$ cat src/hw/rtl/tdcm_pkg.sv
package tdcm_pkg;

  localparam int SAMPLE_BITS      = 24;
  localparam int MAX_BLOCK_FRAMES = 4096;

  localparam int GAIN_W     = 16;
  localparam int STEP_W     = 17;
  localparam int FRAC_BITS  = 12;
  localparam int IDX_W      = (MAX_BLOCK_FRAMES > 1) ? $clog2(MAX_BLOCK_FRAMES) : 1;
  localparam int T_W        = IDX_W + STEP_W;
  localparam int CFG_IDX_W  = 3;
  localparam int CFG_DATA_W = STEP_W;
  localparam int QUEUE_DEPTH = 2;

  // register indexes
  localparam logic [CFG_IDX_W-1:0] REG_TARGET_A = 3'd0;
  localparam logic [CFG_IDX_W-1:0] REG_TARGET_B = 3'd1;
  localparam logic [CFG_IDX_W-1:0] REG_CUE_A    = 3'd2;
  localparam logic [CFG_IDX_W-1:0] REG_CUE_B    = 3'd3;
  localparam logic [CFG_IDX_W-1:0] REG_STEP     = 3'd4;
  localparam logic [CFG_IDX_W-1:0] REG_CUE_EN   = 3'd5;

  localparam logic [STEP_W-1:0] STEP_RESET = STEP_W'(1) << (STEP_W - 1);

  typedef logic signed [SAMPLE_BITS-1:0] sample_t;
  typedef logic [GAIN_W-1:0] gain_t;
  typedef logic [IDX_W-1:0] idx_t;

  typedef struct packed {
    gain_t               target_a;
    gain_t               target_b;
    gain_t               cue_a;
    gain_t               cue_b;
    logic [STEP_W-1:0]   step;
    logic                cue_en;
  } cfg_t;

  // one queued frame plus the block position and ramp start gains it was taken at
  typedef struct packed {
    sample_t al;
    sample_t ar;
    sample_t bl;
    sample_t br;
    idx_t    idx;
    gain_t   start_a;
    gain_t   start_b;
  } item_t;

endpackage

$ cat src/hw/rtl/tdcm_queue.sv
module tdcm_queue import tdcm_pkg::*; (
  input  logic  clk,
  input  logic  rst,
  input  logic  push,
  input  item_t push_data,
  output logic  full,
  input  logic  pop,
  output logic  head_valid,
  output item_t head
);

  localparam int PTR_W = (QUEUE_DEPTH > 1) ? $clog2(QUEUE_DEPTH) : 1;
  localparam int CNT_W = $clog2(QUEUE_DEPTH + 1);

  item_t             entries [QUEUE_DEPTH];
  logic [PTR_W-1:0]  wr_ptr;
  logic [PTR_W-1:0]  rd_ptr;
  logic [CNT_W-1:0]  count;

  assign full       = (count == CNT_W'(QUEUE_DEPTH));
  assign head_valid = (count != '0);
  assign head       = entries[rd_ptr];

  function automatic logic [PTR_W-1:0] ptr_inc(input logic [PTR_W-1:0] p);
    ptr_inc = (p == PTR_W'(QUEUE_DEPTH - 1)) ? '0 : p + PTR_W'(1);
  endfunction

  always_ff @(posedge clk) begin
    if (push) begin
      entries[wr_ptr] <= push_data;
    end
  end

  always_ff @(posedge clk) begin
    if (rst) begin
      wr_ptr <= '0;
      rd_ptr <= '0;
      count  <= '0;
    end else begin
      if (push) begin
        wr_ptr <= ptr_inc(wr_ptr);
      end
      if (pop) begin
        rd_ptr <= ptr_inc(rd_ptr);
      end
      if (push && !pop) begin
        count <= count + CNT_W'(1);
      end else if (pop && !push) begin
        count <= count - CNT_W'(1);
      end
    end
  end

endmodule

$ cat config.mk
export PLATFORM = sky130hd
export DESIGN_NAME = tdcm_queue
export DESIGN_NICKNAME = d
export VERILOG_FILES = /design/src/hw/rtl/tdcm_pkg.sv /design/src/hw/rtl/tdcm_queue.sv
export SDC_FILE = /design/constraint.sdc
export NUM_CORES = 1
export LEC_CHECK = 0
export BUFFER_PORTS_ARGS = -buffer_cell sky130_fd_sc_hd__buf_2
export CORE_MARGIN = 2
export CORE_UTILIZATION = 45
export CTS_BUF_LIST = sky130_fd_sc_hd__clkbuf_8
export DETAILED_ROUTE_END_ITERATION = 16
export MAX_ROUTING_LAYER = met4
export PLACE_DENSITY_LB_ADDON = 0.25
export SLEW_MARGIN = 15
export SYNTH_ARGS = -nofsm -noshare
export SYNTH_HDL_FRONTEND = slang
export SYNTH_SLANG_ARGS = --single-unit
$ cat constraint.sdc
create_clock -name clk -period 10.65 [get_ports clk]
set_clock_uncertainty 0.15 [all_clocks]
set_input_delay 2.13 -clock clk [delete_from_list [all_inputs] [get_ports clk]]
set_output_delay 2.13 -clock clk [all_outputs]
set_load 0.02 [all_outputs]
After elaboration in Yosys (flattened, before gate mapping). Memories as Yosys holds them, arrays and structs flattened. A register that Yosys moved wholly into a read port is not among the register bits. Cells that the tools add are included.

Multiplexer cells: 8. Reductions and logical operators: 6. Add/sub/neg operators: 4. Eq/ne operators: 1.

Operator list (count): 2-to-1 mux 1 bit (6); 2-to-1 mux 2 bit (2); nonzero test 2 bit (2); adder 1 bit, second input constant (2); adder 2 x 1 -> 2 bit, second input constant (1); equality test 2 bit, second input constant (1); logical AND 1 bit (2); logical NOT 1 bit (2); subtractor 2 x 1 -> 2 bit, second input constant (1).

Input bits: 144. RAM bits: 280. Logic and storage cells: 23. Register bits after elaboration: 4. Memories kept: 1.

Memory list: entries (words 2, width 140, read ports 1, clocked after memory_dff 1, wr ports 1, RTL line tdcm_queue.sv:15) `item_t entries [QUEUE_DEPTH];`.

Longest topological paths before layout.
Depth after elaboration: 4. Mapped depth: 5.

Worst setup path after synthesis. Ideal clock, no wire load.

Path kind: input to register. From: input push. To: memory entries[0][0] in the netlist's numbering, enable pin. Setup time: 0.658 ns. Slack: 1.651 ns. Stages: 1. Buffers on the path: 0. Arrival time: 8.191 ns. Path through: nor2b_1.

Word-level cells in the longest chain between the ends: 2.

RTL lines: start, declared (RTL line tdcm_queue.sv:4) `input logic push,`; 2-to-1 mux 1 bit (RTL line tdcm_queue.sv:29) `if (push) begin`; 2-to-1 mux 1 bit (not written as such) (RTL line tdcm_queue.sv:30) `entries[wr_ptr] <= push_data;`; end, declared (RTL line tdcm_queue.sv:15).

No other way between the ends.

==> flow_metrics.tcl <==
set metrics [dict create \
    worstHoldStart "count[1]" \
    syn_area_um2 10730 \
    ys.flop_type "edfxtp_1" \
    slew_violations 0 \
    die_w_um 158.4 \
    drt_iter0_drc 296 \
    routabilityCongestion 0.7538 \
    pwr-share-clk_pct 33.4 \
    setup_viol 0 \
    insertion_delay_ps 520 \
    ys_types 18 \
    n_fill_cell 1869 \
    finalHoldViolCount 0 \
    cts_made_buffers 45 \
    avgSynthCellArea_um2 23.42 \
    path_class "register to output pin" \
    grt_use_total_pct 15.55 \
    post-route-period-util_pct 47.90 \
    io_pins 286 \
    grt_overflow_total 0 \
    ant_nets 0 \
    die-area_um2 25090 \
    whs_path_depth 2 \
    start_util_pct 45.84 \
    antenna_found_initial 5 \
    cts_tree "done" \
    r2r_cells 2 \
    viasPerCell 4.706 \
    syn_nets 603 \
    num_vias 5369 \
    ir_drop_uv 129.8 \
    crit_arrival_ps 2820 \
    slowest_delay_ps 850 \
    wl_per_cell_um 17.33 \
    cts-root-buf "clkbuf_8" \
    r2r_slack_ps 7920 \
    hp-class "register to register" \
    syn_inst 458 \
    fin_util_pct 56.80 \
    synthTopCellsByArea "edfxtp_1 78%, mux2_4 14%, mux2_2 4.2%" \
    ys_seq_area_share_pct 79.32 \
    r2r_start "wr_ptr" \
    period_needed_ps 5102 \
    min_to "count[1]" \
    h-tree-depth 2 \
    cts_sinks 285 \
    switching_share_pct 24.43 \
    outcome "finished, final reports clean" \
    core_region_area_um2 23400 \
    core.rowCount 56 \
    tightest_slew_ps 1004 \
    r2r-end "entries[1][80]" \
    area_delta_synth_final_pct 23.91 \
    first_pass_iters 4 \
    cts.repair.resized 0 \
    async_reset_ff_share_pct 0 \
    tns_ps 0 \
    synth_most_common_cell "edfxtp_1" \
    grt_max_degree 75 \
    synth_common_cells "280 x edfxtp_1, 100 x mux2_4, 40 x mux2_2" \
    max_freq_mhz 196.0 \
    p_sw_mw 0.6124 \
    hpwl_um 13130 \
    max_cap_violations 0 \
    combPwrFrac_pct 13.3 \
    path_max_fanout 63 \
    cp_slowest_cell "buf_4" \
    timing.hold.ws_ps 359.3 \
    path_clk_slew_ps 60 \
    setup_slack_ps 5548 \
    p_per_area_nw_per_um2 188.6 \
    cts.path.max_buffers 3 \
    nets 924 \
    cp-end-kind "output pin" \
    synth_top_area_share_pct 78.39 \
    drc 0 \
    postCtsSetupRepairBufs 0 \
    grt_pass1_vias 5597 \
    drive_above_1_share_pct 60.54 \
    yosys.area.top_type "edfxtp_1" \
    p_int_mw 1.895 \
    max-slew-margin-rel_pct 33.09 \
    ctsHoldBuffers 0 \
    grt_pass1_wl_um 28810 \
    synth_edf_count 280 \
    yosys_warnings 0 \
    port_buffers 285 \
    path_cells "buf_4 > mux2_2 > buf_2" \
    dp_slack_ps 6047 \
    totalWireLength_um 19780 \
    seqPwrFrac_pct 53.3 \
    cp.required_ps 8370 \
    critPathLaunchType "register" \
    p_leak_nw 5.250 \
    rsz0062_at_grt "false" \
    die_y_um 158.4 \
    ys_ff_latch 285 \
]
==> flip-flops by register name (all words and copies together) (netlist names), named ones only <==
register / flops
wr_ptr: 1
count: 2
rd_ptr: 1
entries: 280
==> worst max-delay path by stage <==
stage	startpoint	endpoint	depth (start not counted)
floorplan	push	entries[0][0]	1
global placement	register	head[124]	3
detailed placement	push	entries[1][35]	3
CTS	register	head[136]	3
global route	register	head[123]	3
finish	register	head[123]	3
==> cells by family (layout without fill, tap and decap cells) <==
group                      count (synthesis)  count (layout)  synth area share [%]
and+or+nand+nor                            9               9                0.4316
adders and majority gates                  1               1                0.1166
muxes                                    140             140                 18.20
buffers and inverters                     17             375                 1.516
xor gates and xnor gates                   4               4                0.3267
other                                      0               6                     0
DFF                                      285             285                 79.32
AOI/OAI and AO/OA                          2               2               0.09323
==> metrics by stage <==
step	cell area [um2]	std cells	total power [mW]
global route	13290	1140	2.612
detailed placement	12440	1051	1.698
global placement	12440	1051	1.688
CTS	13280	1135	2.546
finish	13290	1141	2.507
floorplan	10730	458	1.593
==> layer usage <==
metal / vias up / track usage (%) / routed length, um
met4: 0 / 4.805 / 276
met1: 2611 / 18.46 / 7867
li1: 2481 / - / -
met3: 25 / 5.879 / 2120
met2: 252 / 24.84 / 9513
met5: - / - / 0
==> critical path, delay by kind of cell, from the launching register on <==
kind | cells | cell delay, ps
flip-flops | 1 | 770
buffers and inverters | 2 | 1010
multiplexers | 1 | 420
==> power groups by stage <==
| stage | combinational, mW | clock (mW) | sequential [mW] |
|---|---|---|---|
| final | 0.334 | 0.838 | 1.34 |
| after global placement | 0.332 | 0 | 1.36 |
| after detailed placement | 0.339 | 0 | 1.36 |
| after global routing | 0.356 | 0.915 | 1.34 |
| after floorplan | 0.236 | 0 | 1.36 |
| after CTS | 0.339 | 0.870 | 1.34 |
==> layout by cell type, fill, tap and decap left out, types with 2 or more instances in the layout <==
master        n
xnor2_1       2
edfxtp_1    280
mux2_2       40
clkbuf_8     47
mux2_4      100
dfxtp_1       4
clkinvlp_4    2
nor2_1        4
buf_2       285
diode_2       6
buf_4         5
clkinv_1     12
xor2_1        2
inv_1        13
clkinv_2     10
==> cell type report <==
| type | count | area (um2) | area share [%] |
|---|---|---|---|
| flip-flops and latches | 285 | 8512 | 64.04 |
| clock inverters | 37 | 185.2 | 1.393 |
| well taps | 319 | 399.1 | 3.003 |
| inverters | 1 | 3.754 | 0.02824 |
| repair buffers | 290 | 1464 | 11.01 |
| clock buffers | 47 | 646.9 | 4.867 |
| multi-input cells | 156 | 2066 | 15.54 |
| diodes | 6 | 15.01 | 0.1130 |
(Power assumes the default switching activity.)
