==> config.mk <==
export PLATFORM = sky130hd
export DESIGN_NAME = tdcm_front_flat
export DESIGN_NICKNAME = d
export VERILOG_FILES = /design/src/hw/rtl/tdcm_pkg.sv /design/src/hw/rtl/tdcm_if.sv /design/src/hw/rtl/tdcm_front.sv /design/src/flat_wrapper.sv
export SDC_FILE = /design/constraint.sdc
export NUM_CORES = 1
export LEC_CHECK = 0
export BUFFER_PORTS_ARGS = -buffer_cell sky130_fd_sc_hd__buf_4
export CAP_MARGIN = 20
export CORE_AREA = 2 2 127 129
export DETAILED_ROUTE_END_ITERATION = 7
export DIE_AREA = 0 0 129 131
export GPL_TIMING_DRIVEN = 0
export PLACE_DENSITY_LB_ADDON = 0.25
export SYNTH_ARGS = -nofsm -noshare
export SYNTH_HDL_FRONTEND = slang
export SYNTH_SLANG_ARGS = --single-unit
==> constraint.sdc <==
create_clock -name clk -period 2 [get_ports clk]
set_input_delay 0.1 -clock clk [delete_from_list [all_inputs] [get_ports clk]]
set_output_delay 0.1 -clock clk [all_outputs]
set_load 0.05 [all_outputs]
==> src/hw/rtl/tdcm_pkg.sv <==
package tdcm_pkg;

  localparam int SAMPLE_BITS      = 24;
  localparam int MAX_BLOCK_FRAMES = 4096;

  localparam int GAIN_W     = 16;
  localparam int STEP_W     = 17;
  localparam int FRAC_BITS  = 12;
  localparam int IDX_W      = (MAX_BLOCK_FRAMES > 1) ? $clog2(MAX_BLOCK_FRAMES) : 1;
  localparam int T_W        = IDX_W + STEP_W;
  localparam int CFG_IDX_W  = 3;
  localparam int CFG_DATA_W = STEP_W;
  localparam int QUEUE_DEPTH = 2;

  // register indexes
  localparam logic [CFG_IDX_W-1:0] REG_TARGET_A = 3'd0;
  localparam logic [CFG_IDX_W-1:0] REG_TARGET_B = 3'd1;
  localparam logic [CFG_IDX_W-1:0] REG_CUE_A    = 3'd2;
  localparam logic [CFG_IDX_W-1:0] REG_CUE_B    = 3'd3;
  localparam logic [CFG_IDX_W-1:0] REG_STEP     = 3'd4;
  localparam logic [CFG_IDX_W-1:0] REG_CUE_EN   = 3'd5;

  localparam logic [STEP_W-1:0] STEP_RESET = STEP_W'(1) << (STEP_W - 1);

  typedef logic signed [SAMPLE_BITS-1:0] sample_t;
  typedef logic [GAIN_W-1:0] gain_t;
  typedef logic [IDX_W-1:0] idx_t;

  typedef struct packed {
    gain_t               target_a;
    gain_t               target_b;
    gain_t               cue_a;
    gain_t               cue_b;
    logic [STEP_W-1:0]   step;
    logic                cue_en;
  } cfg_t;

  // one queued frame plus the block position and ramp start gains it was taken at
  typedef struct packed {
    sample_t al;
    sample_t ar;
    sample_t bl;
    sample_t br;
    idx_t    idx;
    gain_t   start_a;
    gain_t   start_b;
  } item_t;

endpackage

==> src/hw/rtl/tdcm_if.sv <==
interface tdcm_frame_if import tdcm_pkg::*; ();
  logic    valid;
  logic    ready;
  sample_t deck_a_left;
  sample_t deck_a_right;
  sample_t deck_b_left;
  sample_t deck_b_right;
  logic    block_end;

  modport source(output valid, deck_a_left, deck_a_right, deck_b_left, deck_b_right,
                 block_end, input ready);
  modport sink(input valid, deck_a_left, deck_a_right, deck_b_left, deck_b_right,
               block_end, output ready);
endinterface


==> src/hw/rtl/tdcm_front.sv <==
module tdcm_front import tdcm_pkg::*; (
  input  logic          clk,
  input  logic          rst,
  tdcm_frame_if.sink    deck_in,
  input  cfg_t          cfg,
  input  logic          queue_full,
  output logic          push,
  output item_t         push_data
);

  localparam idx_t IDX_LAST = IDX_W'(MAX_BLOCK_FRAMES - 1);

  idx_t  frame_index;
  gain_t start_gain_a;
  gain_t start_gain_b;

  assign deck_in.ready = !queue_full;
  assign push          = deck_in.valid && !queue_full;

  assign push_data.al      = deck_in.deck_a_left;
  assign push_data.ar      = deck_in.deck_a_right;
  assign push_data.bl      = deck_in.deck_b_left;
  assign push_data.br      = deck_in.deck_b_right;
  assign push_data.idx     = frame_index;
  assign push_data.start_a = start_gain_a;
  assign push_data.start_b = start_gain_b;

  // block position and ramp start gains
  always_ff @(posedge clk) begin
    if (rst) begin
      frame_index  <= '0;
      start_gain_a <= '0;
      start_gain_b <= '0;
    end else if (push) begin
      if (deck_in.block_end) begin
        frame_index  <= '0;
        start_gain_a <= cfg.target_a;
        start_gain_b <= cfg.target_b;
      end else if (frame_index != IDX_LAST) begin
        frame_index <= frame_index + idx_t'(1);
      end
    end
  end

endmodule

==> src/flat_wrapper.sv <==
// flat-port wrapper written by rule: the top's interface ports become plain ports
module tdcm_front_flat import tdcm_pkg::*;
  (clk, rst, cfg, queue_full, push, push_data, deck_in_valid, deck_in_deck_a_left, deck_in_deck_a_right, deck_in_deck_b_left, deck_in_deck_b_right, deck_in_block_end, deck_in_ready);
  tdcm_frame_if deck_in_i ();
  input  logic clk;
  input  logic rst;
  input  cfg_t cfg;
  input  logic queue_full;
  output logic push;
  output item_t push_data;
  input wire logic [$bits(deck_in_i.valid)-1:0] deck_in_valid;
  input wire logic [$bits(deck_in_i.deck_a_left)-1:0] deck_in_deck_a_left;
  input wire logic [$bits(deck_in_i.deck_a_right)-1:0] deck_in_deck_a_right;
  input wire logic [$bits(deck_in_i.deck_b_left)-1:0] deck_in_deck_b_left;
  input wire logic [$bits(deck_in_i.deck_b_right)-1:0] deck_in_deck_b_right;
  input wire logic [$bits(deck_in_i.block_end)-1:0] deck_in_block_end;
  output wire logic [$bits(deck_in_i.ready)-1:0] deck_in_ready;
  assign deck_in_i.valid = deck_in_valid;
  assign deck_in_i.deck_a_left = deck_in_deck_a_left;
  assign deck_in_i.deck_a_right = deck_in_deck_a_right;
  assign deck_in_i.deck_b_left = deck_in_deck_b_left;
  assign deck_in_i.deck_b_right = deck_in_deck_b_right;
  assign deck_in_i.block_end = deck_in_block_end;
  assign deck_in_ready = deck_in_i.ready;
  tdcm_front u_core (.clk(clk), .rst(rst), .deck_in(deck_in_i), .cfg(cfg), .queue_full(queue_full), .push(push), .push_data(push_data));
endmodule
Yosys cells after proc, flatten, opt, wreduce, memory -nomap -nowiden
Index checks and enable logic that the tools add are counted.

Multipliers: 0. Equal/unequal tests: 1. Bitwise operators: 0. Mux-type cells: 2. Div/mod/pow operators: 0. Reductions and logical operators: 5. Shift operators: 0. $lt $le $gt $ge: 0. Add/subtract/negate cells: 1.

Operator list (count): 12-bit two-way mux (2); 12-bit by 1-bit adder with 12-bit output, second input constant (1); 12-bit inequality test, second input constant (1); 2-bit AND reduction (2); 2-bit nonzero test (1); 1-bit logical AND (1); 1-bit zero test (1).

Bits in latches: 0. ROM bits: 0. Register bits after elaboration: 44. Memories: 0. Memory bits (writable): 0. Output and inout port bits: 142. Word-level logic and storage cells: 12.

Logic depth before layout (Yosys ltp)
Gate-level depths: netlist of run 1.

Depth in word-level cells: 3. Depth in mapped cells: 7.

Worst setup path before layout of run 1
OpenSTA, ideal clock, no wires.

Kind: register to register. From: register u_core.frame_index[0]. To: register u_core.frame_index[1]. Library setup time: 128 ps. Arrival: 1888 ps. Cell stages (with the launch flop): 6. Path slack: -15 ps. Path through: dfxtp_1 ha_1 nand4_4 or3_4 a32oi_1 nor2_1.

Longest elaborated chain between the ends: 3. Elaborated cells between the ends (all ways): 6. Those cells by class: add/sub: 1; eq/ne: 1; mux: 2; reduce/logical: 2.

RTL lines: start, declared (line tdcm_front.sv:13) `idx_t frame_index;`; start signal, assigned (line tdcm_front.sv:40) `frame_index <= frame_index + idx_t'(1);`; 12-bit by 1-bit adder with 12-bit output or 12-bit inequality test (tied branches) (line tdcm_front.sv:40, tdcm_front.sv:39); 12-bit two-way mux or 2-bit nonzero test (tied branches); 12-bit two-way mux or 2-bit AND reduction (tied branches).

Several ways; a longest one is shown, not always the timed one. The select of a mux whose other input is x is not followed. A chain may end at the register's enable or synchronous reset.

Worst setup path in the final report of run 1
Same ends and word-level chain as after synthesis.

==> impl_metrics.csv, run 1 <==
group,metric,value,unit
timing,grt_setup_unrepaired,"false",
timing,clock_skew,2.20,ps
grt,grt_pass1_wl,11000,um
timing,final.setup.tns,0,ps
setup_path,critical_path_cell_count,5,
logic_synthesis,synth_area,2510,um^2
pwr,highest_ir_drop_seen_on_vdd,0.319,mV
routing,num_vias,2727,
logic_synthesis,synth.largest_area_cell,"sky130_fd_sc_hd__dfxtp_1",
setup_path,data_required_time_at_the_worst_endpoint,2160,ps
pwr,cellPowerDensity,655,nW/um^2
timing,setup_viol,0,
timing,final_max_slew_viol_count,0,
pwr,power.share.switching,33.7,%
logic_synthesis,synth.yosys.warnings,0,
logic_synthesis,synth-seq-cells,44,
setup_path,regToRegStartpoint,"u_core.frame_index[0]$_SDFFE_PP0P_",
timing,timing_hold_violations_final,0,
cts,cts_buffers,5,
logic_synthesis,synthDistinctLibCells,35,
logic_synthesis,ys_top_cells_by_area,"sky130_fd_sc_hd__dfxtp_1 (35%), sky130_fd_sc_hd__buf_4 (29%), sky130_fd_sc_hd__nand2_1 (10%), sky130_fd_sc_hd__a21oi_1 (7.6%), sky130_fd_sc_hd__o21ai_0 (1.8%)",
logic_synthesis,share_of_the_synthesized_area_in_the_top_cell_type,35.0,%
routing,drc_errors,0,
pwr,p_switching,950,uW
die,fp.dieW,129,um
pwr,leakage,2.04,nW
logic_synthesis,async_reset_ff_share,0,%
timing,worst-slew-pin-transition,646,ps
setup_path,cp_slowest_stage_delay,460,ps
die,die-height,131,um
worst_hold_path,hold-path-cell-count,3,
setup_path,timing.critical_path.cells,"ha_1, nand4_4, or3_4, a32oi_1, nor2_1",
placed_design,place.port_buffers,177,
routing,routed_wirelength,8110,um
run_status,outcome,"completed",
cts,htree_levels,2,
logic_synthesis,synth.most_common_cell,"sky130_fd_sc_hd__buf_4",
pwr,seqPwrFrac,32.4,%
grt,grt_pass1_vias,2339,
die,pin_count,325,
worst_hold_path,min-delay-start,"cfg[77]",
logic_synthesis,synth_fp_nets,507,
pwr,intPower,1.87,mW
cells_and_area,antenna_cells,0,
die,floorplan.initialDensity,16.1,%
grt,total_routing_usage_reported_by_global_routing,8.30,%
routing,detailedRoute.firstIterationViolations,72,
logic_synthesis,synthFlopType,"sky130_fd_sc_hd__dfxtp_1",
routing,antenna_left,0,
die,floorplan.die_area,16900,um^2
grt,globalRouteOverflowTotal,0,
cts,tritoncts_clock_tree,"yes",
cts,clock_insertion_delay_worst_skew,290,ps
placed_design,place_hpwl,6690,um
cts,cts_max_path_buffers,2,
setup_path,critical_path_peak_fanout,7,
setup_path,crit_arrival,1930,ps
grt,grt_antenna_before_repair,0,
routing,vias_per_cell,3.77,
timing,clock.fmax,566,MHz
setup_path,critical-path-top-delay-family,"simple AND/OR/NAND/NOR gates",
placed_design,post-place-cells,716,
pwr,p_clk_share,34.5,%
setup_path,critPathLaunch,"u_core.frame_index[0]$_SDFFE_PP0P_",
run,max_cap_viols,0,
logic_synthesis,netlist_top_cells_count,"sky130_fd_sc_hd__buf_4 (96), sky130_fd_sc_hd__nand2_1 (68), sky130_fd_sc_hd__dfxtp_1 (44)",
timing,max-slew-margin-rel,56.9,%
cts,holdBufCountCts,0,
timing,post-route-min-period,1770,ps
setup_path,crit_path_top_delay_cell,"sky130_fd_sc_hd__or3_4",
setup_path,worst_setup_path_end_kind,"register",
cts,clk_transition_reported_paths,60,ps
logic_synthesis,syn_area_per_cell,7.79,um^2
setup_path,start_kind,"register",
worst_hold_path,hold_path_class,"in2reg",
cells_and_area,fillers,1709,
logic_synthesis,netlist_instances,323,
cells_and_area,finish.cell_count_without_fillers,724,
cts,numClockSinks,44,
setup_path,timing_worst_setup_path_type,"reg2reg",
die,core.rowCount,46,
cells_and_area,final_nets,691,
cts,cts-root-buf,"sky130_fd_sc_hd__clkbuf_16",
routing,drt_pass1_iterations,4,
timing,min_period_over_period,88.3,%
cells_and_area,post_route_cells_drive_above_1_share,57.7,%
pwr,p_comb_share,33.1,%
grt,pin_count_of_the_biggest_net_entering_global_routing,15,
die,coreArea,15600,um^2
placed_design,globalplace.congestion,0.776,
setup_path,worst-r2r-cell-count,5,
cells_and_area,area_grow_syn2layout,70.9,%
logic_synthesis,sequential_fraction_of_the_synthesis_area,35.0,%
setup_path,cp.buffers_inverters,0,
routing,post_dr_wirelength_cell,11.2,um
logic_synthesis,synth_edf_count,0,
==> stage by stage <==
step	power [mW]	cell area [um^2]	hold WS [ps]	util (%)	setup WS, ps
2_1_floorplan	1.60	2520	236	-	191
3_3_place_gp	1.87	4120	348	26.4	230
3_5_place_dp	1.87	4120	359	26.4	216
4_1_cts	2.88	4290	48.0	27.5	204
5_1_grt	2.94	4300	56.9	27.6	95.4
6_report	2.82	4300	60.0	27.6	234
==> final timing paths <==
path	to	slack [ps]
max	u_core.frame_index[1]$_SDFFE_PP0P_	230
min	u_core.start_gain_a[11]$_SDFFE_PP0P_	60
max reg2reg	u_core.frame_index[1]$_SDFFE_PP0P_	230
min reg2reg	u_core.start_gain_b[10]$_SDFFE_PP0P_	450
==> repair_timing <==
item                       4_1_cts  5_1_grt
resized for setup                0        1
setup buffers                    0        0
setup endpoints to repair        0        2
==> cell type report <==
cell class              count  area [um^2]  area share [%]
well taps                 216          270            6.29
inverters                   3         11.3           0.262
clock buffers               6          139            3.23
multi-input cells         166          848            19.7
clock inverters             2         38.8           0.902
repair buffers            177         1330            30.9
flip-flops and latches     44          883            20.5
plain buffers             110          779            18.1
==> registers in the layout, summed over array words and instances (netlist names) <==
signal	count
u_core.start_gain_b	16
u_core.frame_index	12
u_core.start_gain_a	16
==> logic make-up after synthesis <==
kind of cell    Yosys count  synth area share (%)
compound gates           60                  13.4
fa+ha+maj                 1                 0.497
buf+inv                 113                  31.4
flops                    44                  35.0
simple gates            105                  19.6
==> metal layers <==
metal	GRT usage, %	wire (um)
met2	15.4	4330
met3	2.04	751
met4	2.88	89
met1	9.29	2940
met5	0	0
==> placed cells by master, fill, tap and decap left out, types with 2 or more instances in the layout <==
cell	netlist	routed
sky130_fd_sc_hd__buf_4	96	273
sky130_fd_sc_hd__nand2_1	68	68
sky130_fd_sc_hd__dfxtp_1	44	42
sky130_fd_sc_hd__a21oi_1	38	38
sky130_fd_sc_hd__clkbuf_1	9	9
sky130_fd_sc_hd__o21ai_0	9	9
sky130_fd_sc_hd__nor2_1	7	7
sky130_fd_sc_hd__nand3_1	6	6
sky130_fd_sc_hd__buf_2	5	5
sky130_fd_sc_hd__nor4_1	5	5
sky130_fd_sc_hd__clkbuf_16	0	5
sky130_fd_sc_hd__nand4b_1	4	4
sky130_fd_sc_hd__a31oi_1	3	3
sky130_fd_sc_hd__nor3_1	4	3
sky130_fd_sc_hd__inv_1	2	2
sky130_fd_sc_hd__and3_1	2	2
sky130_fd_sc_hd__a41oi_1	2	2
sky130_fd_sc_hd__dfxtp_2	0	2
==> worst reg2reg max path, delay by kind of cell (launching register included) <==
family,cells,cell delay (ps)
AND/OR/NAND/NOR,3,690
adder cells (fa/ha/maj),1,330
flip-flops,1,400
AO/OA/AOI/OAI,1,220
==> power groups by stage <==
stage          registers [mW]  clock network [mW]  logic (mW)
5_1_grt                 0.914                1.05       0.978
6_report                0.912               0.973       0.932
3_3_place_gp            0.931                   0       0.937
4_1_cts                 0.912                1.02       0.942
2_1_floorplan            1.01                   0       0.590
3_5_place_dp            0.932                   0       0.941
Power figures use the tool's default switching activity.
==> inputs of run 2 (changes only) <==
CTS_BUF_LIST = sky130_fd_sc_hd__clkbuf_8   (was unset)
MAX_ROUTING_LAYER = met4   (was unset)
==> run 2 against run 1 <==
Compared with the run above:
- critical path depth did not move
- first-iteration DRC count fell by 5.6%
- routed wire length barely moved
- worst hold slack got worse by 17 ps
- via count rose by 0.15%
- cell count did not move
- clock skew rose by 1.6 ps
- worst setup slack got worse by 6.7 ps
- non-clock buffer count did not move
- critical path type unchanged
- highest routed layer unchanged
==> impl_metrics.csv, run 2 (same netlist as run 1, synthesis figures left out) <==
group,metric,value,unit
run_status,outcome,"completed",
cts,htree_levels,2,
die,coreArea,15600,um^2
routing,route.layer.met1.wl,2960,um
cells_and_area,area_grow_syn2layout,68.7,%
setup_path,start_kind,"register",
timing,grt_setup_unrepaired,"false",
cts,tritoncts_clock_tree,"yes",
cells_and_area,fillers,1718,
timing,max-slew-margin-rel,57.9,%
placed_design,place.port_buffers,177,
timing,final.setup.tns,0,ps
routing,routed_wirelength,8110,um
routing,num_vias,2731,
grt,grt_pass1_wl,11100,um
timing,min_period_over_period,88.6,%
die,pin_count,325,
cells_and_area,most_frequent_cells_in_the_layout,"sky130_fd_sc_hd__buf_4 (273), sky130_fd_sc_hd__nand2_1 (68), sky130_fd_sc_hd__dfxtp_1 (42)",
die,floorplan.die_area,16900,um^2
run,max_cap_viols,0,
grt,grt_pass1_vias,2341,
routing,antenna_left,0,
cts,cts_max_path_buffers,2,
cts,numClockSinks,44,
placed_design,globalplace.congestion,0.786,
timing,timing_hold_violations_final,0,
cells_and_area,finish.cell_count_without_fillers,724,
routing,drc_errors,0,
grt,pin_count_of_the_biggest_net_entering_global_routing,15,
routing,met2_routed_length,4320,um
timing,finalHoldWorstSlack,42.6,ps
timing,worst-slew-pin-transition,632,ps
die,core.rowCount,46,
timing,timing.final.ws_setup,227,ps
timing,setup_viol,0,
cells_and_area,most_common_library_cell_in_the_layout_ignoring_fill_and_taps,"sky130_fd_sc_hd__buf_4",
cells_and_area,final_nets,691,
cells_and_area,post_route_cells_drive_above_1_share,57.7,%
setup_path,critical_path_peak_fanout,7,
routing,vias_per_cell,3.77,
pwr,highest_ir_drop_seen_on_vdd,0.264,mV
die,die-height,131,um
setup_path,worst_setup_path_end_kind,"register",
placed_design,post-place-cells,716,
pwr,leakage,2.02,nW
cells_and_area,layout_top_registers,"u_core.start_gain_a (16), u_core.start_gain_b (16), u_core.frame_index (12)",
cts,cts_buffers,5,
cts,cts-root-buf,"sky130_fd_sc_hd__clkbuf_8",
routing,top_signal_layer_used,"met4",
timing,final_max_slew_viol_count,0,
cts,clk_transition_reported_paths,90,ps
routing,wl_met3,706,um
placed_design,place_hpwl,6690,um
setup_path,timing_worst_setup_path_type,"reg2reg",
grt,globalRouteOverflowTotal,0,
setup_path,crit_arrival,1950,ps
setup_path,data_required_time_at_the_worst_endpoint,2180,ps
routing,drt_pass1_iterations,4,
cts,holdBufCountCts,0,
timing,clock_skew,3.85,ps
timing,clock.fmax,564,MHz
cells_and_area,antenna_cells,0,
timing,post-route-min-period,1770,ps
die,fp.dieW,129,um
pwr,cellPowerDensity,606,nW/um^2
grt,grt_antenna_before_repair,0,
routing,post_dr_wirelength_cell,11.2,um
cts,clock_insertion_delay_worst_skew,300,ps
die,floorplan.initialDensity,16.1,%
worst_hold_path,hold_path_class,"in2reg",
grt,total_routing_usage_reported_by_global_routing,8.58,%
placed_design,preCtsSetupSlack,216,ps
routing,detailedRoute.firstIterationViolations,68,
==> run 2: changes by cell type in the layout (fill, tap and decap cells not counted) <==
| cell | change |
|---|---|
| sky130_fd_sc_hd__clkbuf_16 | -5 |
| sky130_fd_sc_hd__clkbuf_8 | +5 |
==> run 2: path summary, 6_finish.rpt <==
path,startpoint,slack [ps],cells after the start,to
worst max-delay path,u_core.frame_index[0]$_SDFFE_PP0P_,230,5,u_core.frame_index[1]$_SDFFE_PP0P_
worst min-delay path,cfg[62],40,3,u_core.start_gain_b[12]$_SDFFE_PP0P_
worst max register to register,u_core.frame_index[0]$_SDFFE_PP0P_,230,5,u_core.frame_index[1]$_SDFFE_PP0P_
worst min register to register,u_core.start_gain_a[11]$_SDFFE_PP0P_,460,2,u_core.start_gain_a[11]$_SDFFE_PP0P_
==> run 2: layout make-up <==
cell class                      instances  area (um^2)  area share, %
Multi-Input combinational cell        166          848           20.0
Inverter                                3         11.3          0.265
Clock buffer                            6         82.6           1.95
Tap cell                              216          270           6.37
Timing Repair Buffer                  177         1330           31.3
Clock inverter                          2         38.8          0.914
Sequential cell                        44          883           20.8
Buffer                                110          779           18.4
==> run 2: where the power goes <==
part	internal [mW]	leakage [nW]	switching, mW
combinational	0.342	1.60	0.590
sequential	0.898	0.358	0.0132
clock	0.409	0.0614	0.321
==> run 2: what timing repair did <==
action	4_1_cts	5_1_grt
setup endpoints to repair	0	2
buffers inserted	0	0
gates resized for setup	0	1
==> run 2: worst max-delay path, cell delays in order (launching register included) <==
cell and delay [ps]:
sky130_fd_sc_hd__dfxtp_2 410, sky130_fd_sc_hd__ha_1 330, sky130_fd_sc_hd__nand4_4 180, sky130_fd_sc_hd__or3_4 460, sky130_fd_sc_hd__a32oi_1 220, sky130_fd_sc_hd__nor2_1 50
==> run 2: metrics by stage <==
step                      utilization, %  instance area, um^2  total power, mW
after floorplan                        -                 2520             1.60
after global placement              26.4                 4120             1.87
after detailed placement            26.4                 4120             1.87
after CTS                           27.2                 4240             2.63
after global routing                27.2                 4240             2.70
final                               27.2                 4240             2.57
==> run 2: routing by layer <==
layer | GRT usage [%] | vias to the layer above
met3 | 1.83 | 7
met5 | - | -
met2 | 15.4 | 155
met4 | 3.07 | 0
li1 | - | 1346
met1 | 9.41 | 1223
==> inputs of run 3 (changes only) <==
RECOVER_POWER = 100   (was unset)
==> run 3 against run 2 <==
Compared with the run above:
- core utilization decreased by 3.5 points
- clock-buffer cell count unchanged
- first-iteration DRC count increased by 10%
- largest power group is now sequential cells
- highest routed layer unchanged
==> impl_metrics.csv, run 3 (same netlist as run 1, synthesis figures left out) <==
group,metric,value,unit
run,max_cap_viols,0,
cts,numClockSinks,44,
cells_and_area,final_nets,691,
setup_path,crit_path_top_delay_cell,"sky130_fd_sc_hd__or3_1",
worst_hold_path,whs_endpoint,"u_core.start_gain_a[11]$_SDFFE_PP0P_",
pwr,p_switching,916,uW
grt,globalRouteOverflowTotal,0,
die,floorplan.initialDensity,16.1,%
routing,detailedRoute.firstIterationViolations,75,
setup_path,data_required_time_at_the_worst_endpoint,2180,ps
cells_and_area,antenna_cells,0,
timing,clock.fmax,549,MHz
die,floorplan.die_area,16900,um^2
routing,antenna_left,0,
pwr,power.share.switching,37.4,%
setup_path,timing_worst_setup_path_type,"reg2reg",
cells_and_area,most_frequent_cells_in_the_layout,"sky130_fd_sc_hd__clkbuf_1 (156), sky130_fd_sc_hd__buf_4 (130), sky130_fd_sc_hd__nand2_1 (68)",
cts,tritoncts_clock_tree,"yes",
timing,setup_viol,0,
setup_path,worst-r2r-cell-count,5,
pwr,leakage,1.46,nW
setup_path,regToRegStartpoint,"u_core.frame_index[0]$_SDFFE_PP0P_",
placed_design,globalplace.congestion,0.786,
setup_path,r2r_slack,180,ps
timing,post-route-min-period,1820,ps
die,die-height,131,um
cts,htree_levels,2,
die,core.rowCount,46,
timing,worst-slew-pin-transition,635,ps
grt,grt_pass1_vias,2341,
setup_path,start_kind,"register",
run_status,outcome,"completed",
cells_and_area,area_grow_syn2layout,47.0,%
die,pin_count,325,
cells_and_area,most_common_library_cell_in_the_layout_ignoring_fill_and_taps,"sky130_fd_sc_hd__clkbuf_1",
worst_hold_path,hold_path_class,"in2reg",
pwr,cellPowerDensity,663,nW/um^2
setup_path,regToRegEndpoint,"u_core.frame_index[1]$_SDFFE_PP0P_",
timing,final_max_slew_viol_count,0,
pwr,highest_ir_drop_seen_on_vdd,0.264,mV
worst_hold_path,min-delay-start,"cfg[77]",
routing,vias_per_cell,3.78,
routing,drt_pass1_iterations,4,
cts,cts_buffers,5,
timing,timing.final.ws_setup,177,ps
routing,routed_wirelength,8120,um
routing,drc_errors,0,
placed_design,place_hpwl,6690,um
grt,grt_antenna_before_repair,0,
timing,final.setup.tns,0,ps
grt,total_routing_usage_reported_by_global_routing,8.58,%
worst_hold_path,hold-path-cell-count,3,
routing,post_dr_wirelength_cell,11.2,um
cts,clock_insertion_delay_worst_skew,300,ps
cells_and_area,fillers,1870,
die,fp.dieW,129,um
die,coreArea,15600,um^2
pwr,p_clk_share,29.6,%
setup_path,timing.critical_path.cells,"ha_1, nand4_4, or3_1, a32oi_1, nor2_1",
grt,grt_pass1_wl,11100,um
pwr,intPower,1.54,mW
pwr,seqPwrFrac,37.1,%
timing,max-slew-margin-rel,57.8,%
setup_path,cp_slowest_stage_delay,500,ps
timing,grt_setup_unrepaired,"false",
placed_design,post-place-cells,716,
setup_path,critical_path_peak_fanout,7,
grt,pin_count_of_the_biggest_net_entering_global_routing,15,
cells_and_area,layout_top_registers,"u_core.start_gain_a (16), u_core.start_gain_b (16), u_core.frame_index (12)",
cells_and_area,finish.cell_count_without_fillers,724,
cts,cts-root-buf,"sky130_fd_sc_hd__clkbuf_8",
cts,clk_transition_reported_paths,80,ps
cells_and_area,post_route_cells_drive_above_1_share,28.3,%
pwr,p_comb_share,33.3,%
timing,min_period_over_period,91.1,%
placed_design,place.port_buffers,177,
cts,cts_max_path_buffers,2,
timing,clock_skew,1.32,ps
routing,num_vias,2735,
placed_design,preCtsSetupSlack,216,ps
setup_path,worst_setup_path_end_kind,"register",
setup_path,crit_arrival,2000,ps
timing,timing_hold_violations_final,0,
-- run 3: cell count changes in the layout (fill, tap and decap cells not counted), sizes merged --
cell	change
clkbuf	+147
buf	-147
-- run 3: what timing repair did --
item | 4_1_cts | 5_1_grt
resized for setup | 0 | 1
buffers inserted | 0 | 0
endpoints found under the setup margin | 0 | 2
hold buffers | 0 | 0
-- run 3: metal layers --
| layer | up-vias | share of wire (%) | GRT usage [%] |
|---|---|---|---|
| li1 | 1349 | - | - |
| met1 | 1230 | 37 | 9.41 |
| met4 | 0 | 1.5 | 3.07 |
| met3 | 7 | 8.8 | 1.83 |
| met2 | 149 | 53 | 15.4 |
| met5 | - | 0 | - |
-- run 3: final cells by class --
class                   count  area, um^2  share of cell area (%)
plain buffers             110         774                    21.0
well taps                 216         270                    7.31
repair buffers            177         792                    21.4
multi-input cells         166         843                    22.8
clock inverters             2        38.8                    1.05
clock buffers               6        82.6                    2.23
inverters                   3        11.3                   0.305
flip-flops and latches     44         883                    23.9
-- run 3: how the worst max path moves through the flow --
stage,startpoint,endpoint,depth (start not counted)
floorplan,u_core.frame_index[5]$_SDFFE_PP0P_,u_core.frame_index[1]$_SDFFE_PP0P_,4
global placement,u_core.frame_index[0]$_SDFFE_PP0P_,u_core.frame_index[4]$_SDFFE_PP0P_,5
detailed placement,u_core.frame_index[0]$_SDFFE_PP0P_,u_core.frame_index[3]$_SDFFE_PP0P_,5
CTS,u_core.frame_index[0]$_SDFFE_PP0P_,u_core.frame_index[4]$_SDFFE_PP0P_,5
global route,u_core.frame_index[0]$_SDFFE_PP0P_,u_core.frame_index[1]$_SDFFE_PP0P_,5
finish,u_core.frame_index[0]$_SDFFE_PP0P_,u_core.frame_index[1]$_SDFFE_PP0P_,5
-- run 3: through the flow --
stage	util [%]	instance area (um^2)	hold WS [ps]	power (mW)
floorplan	-	2520	236	1.60
global placement	26.4	4120	348	1.87
detailed placement	26.4	4120	359	1.87
CTS	27.2	4240	17.9	2.63
global route	23.7	3700	23.9	2.58
finish	23.7	3700	43.3	2.45
-- run 3: power groups by stage --
stage	logic (mW)	registers [mW]	clock network, mW
after floorplan	0.590	1.01	0
after global placement	0.937	0.931	0
after detailed placement	0.941	0.932	0
after CTS	0.942	0.911	0.778
after global routing	0.863	0.914	0.809
final	0.817	0.910	0.725
-- run 3: worst max-delay path: cells and delay by family (launching register included) --
family                     cells  cell delay, ps
AOI/OAI and AO/OA              1             240
DFF                            1             400
adders and majority gates      1             330
and+or+nand+nor                3             720
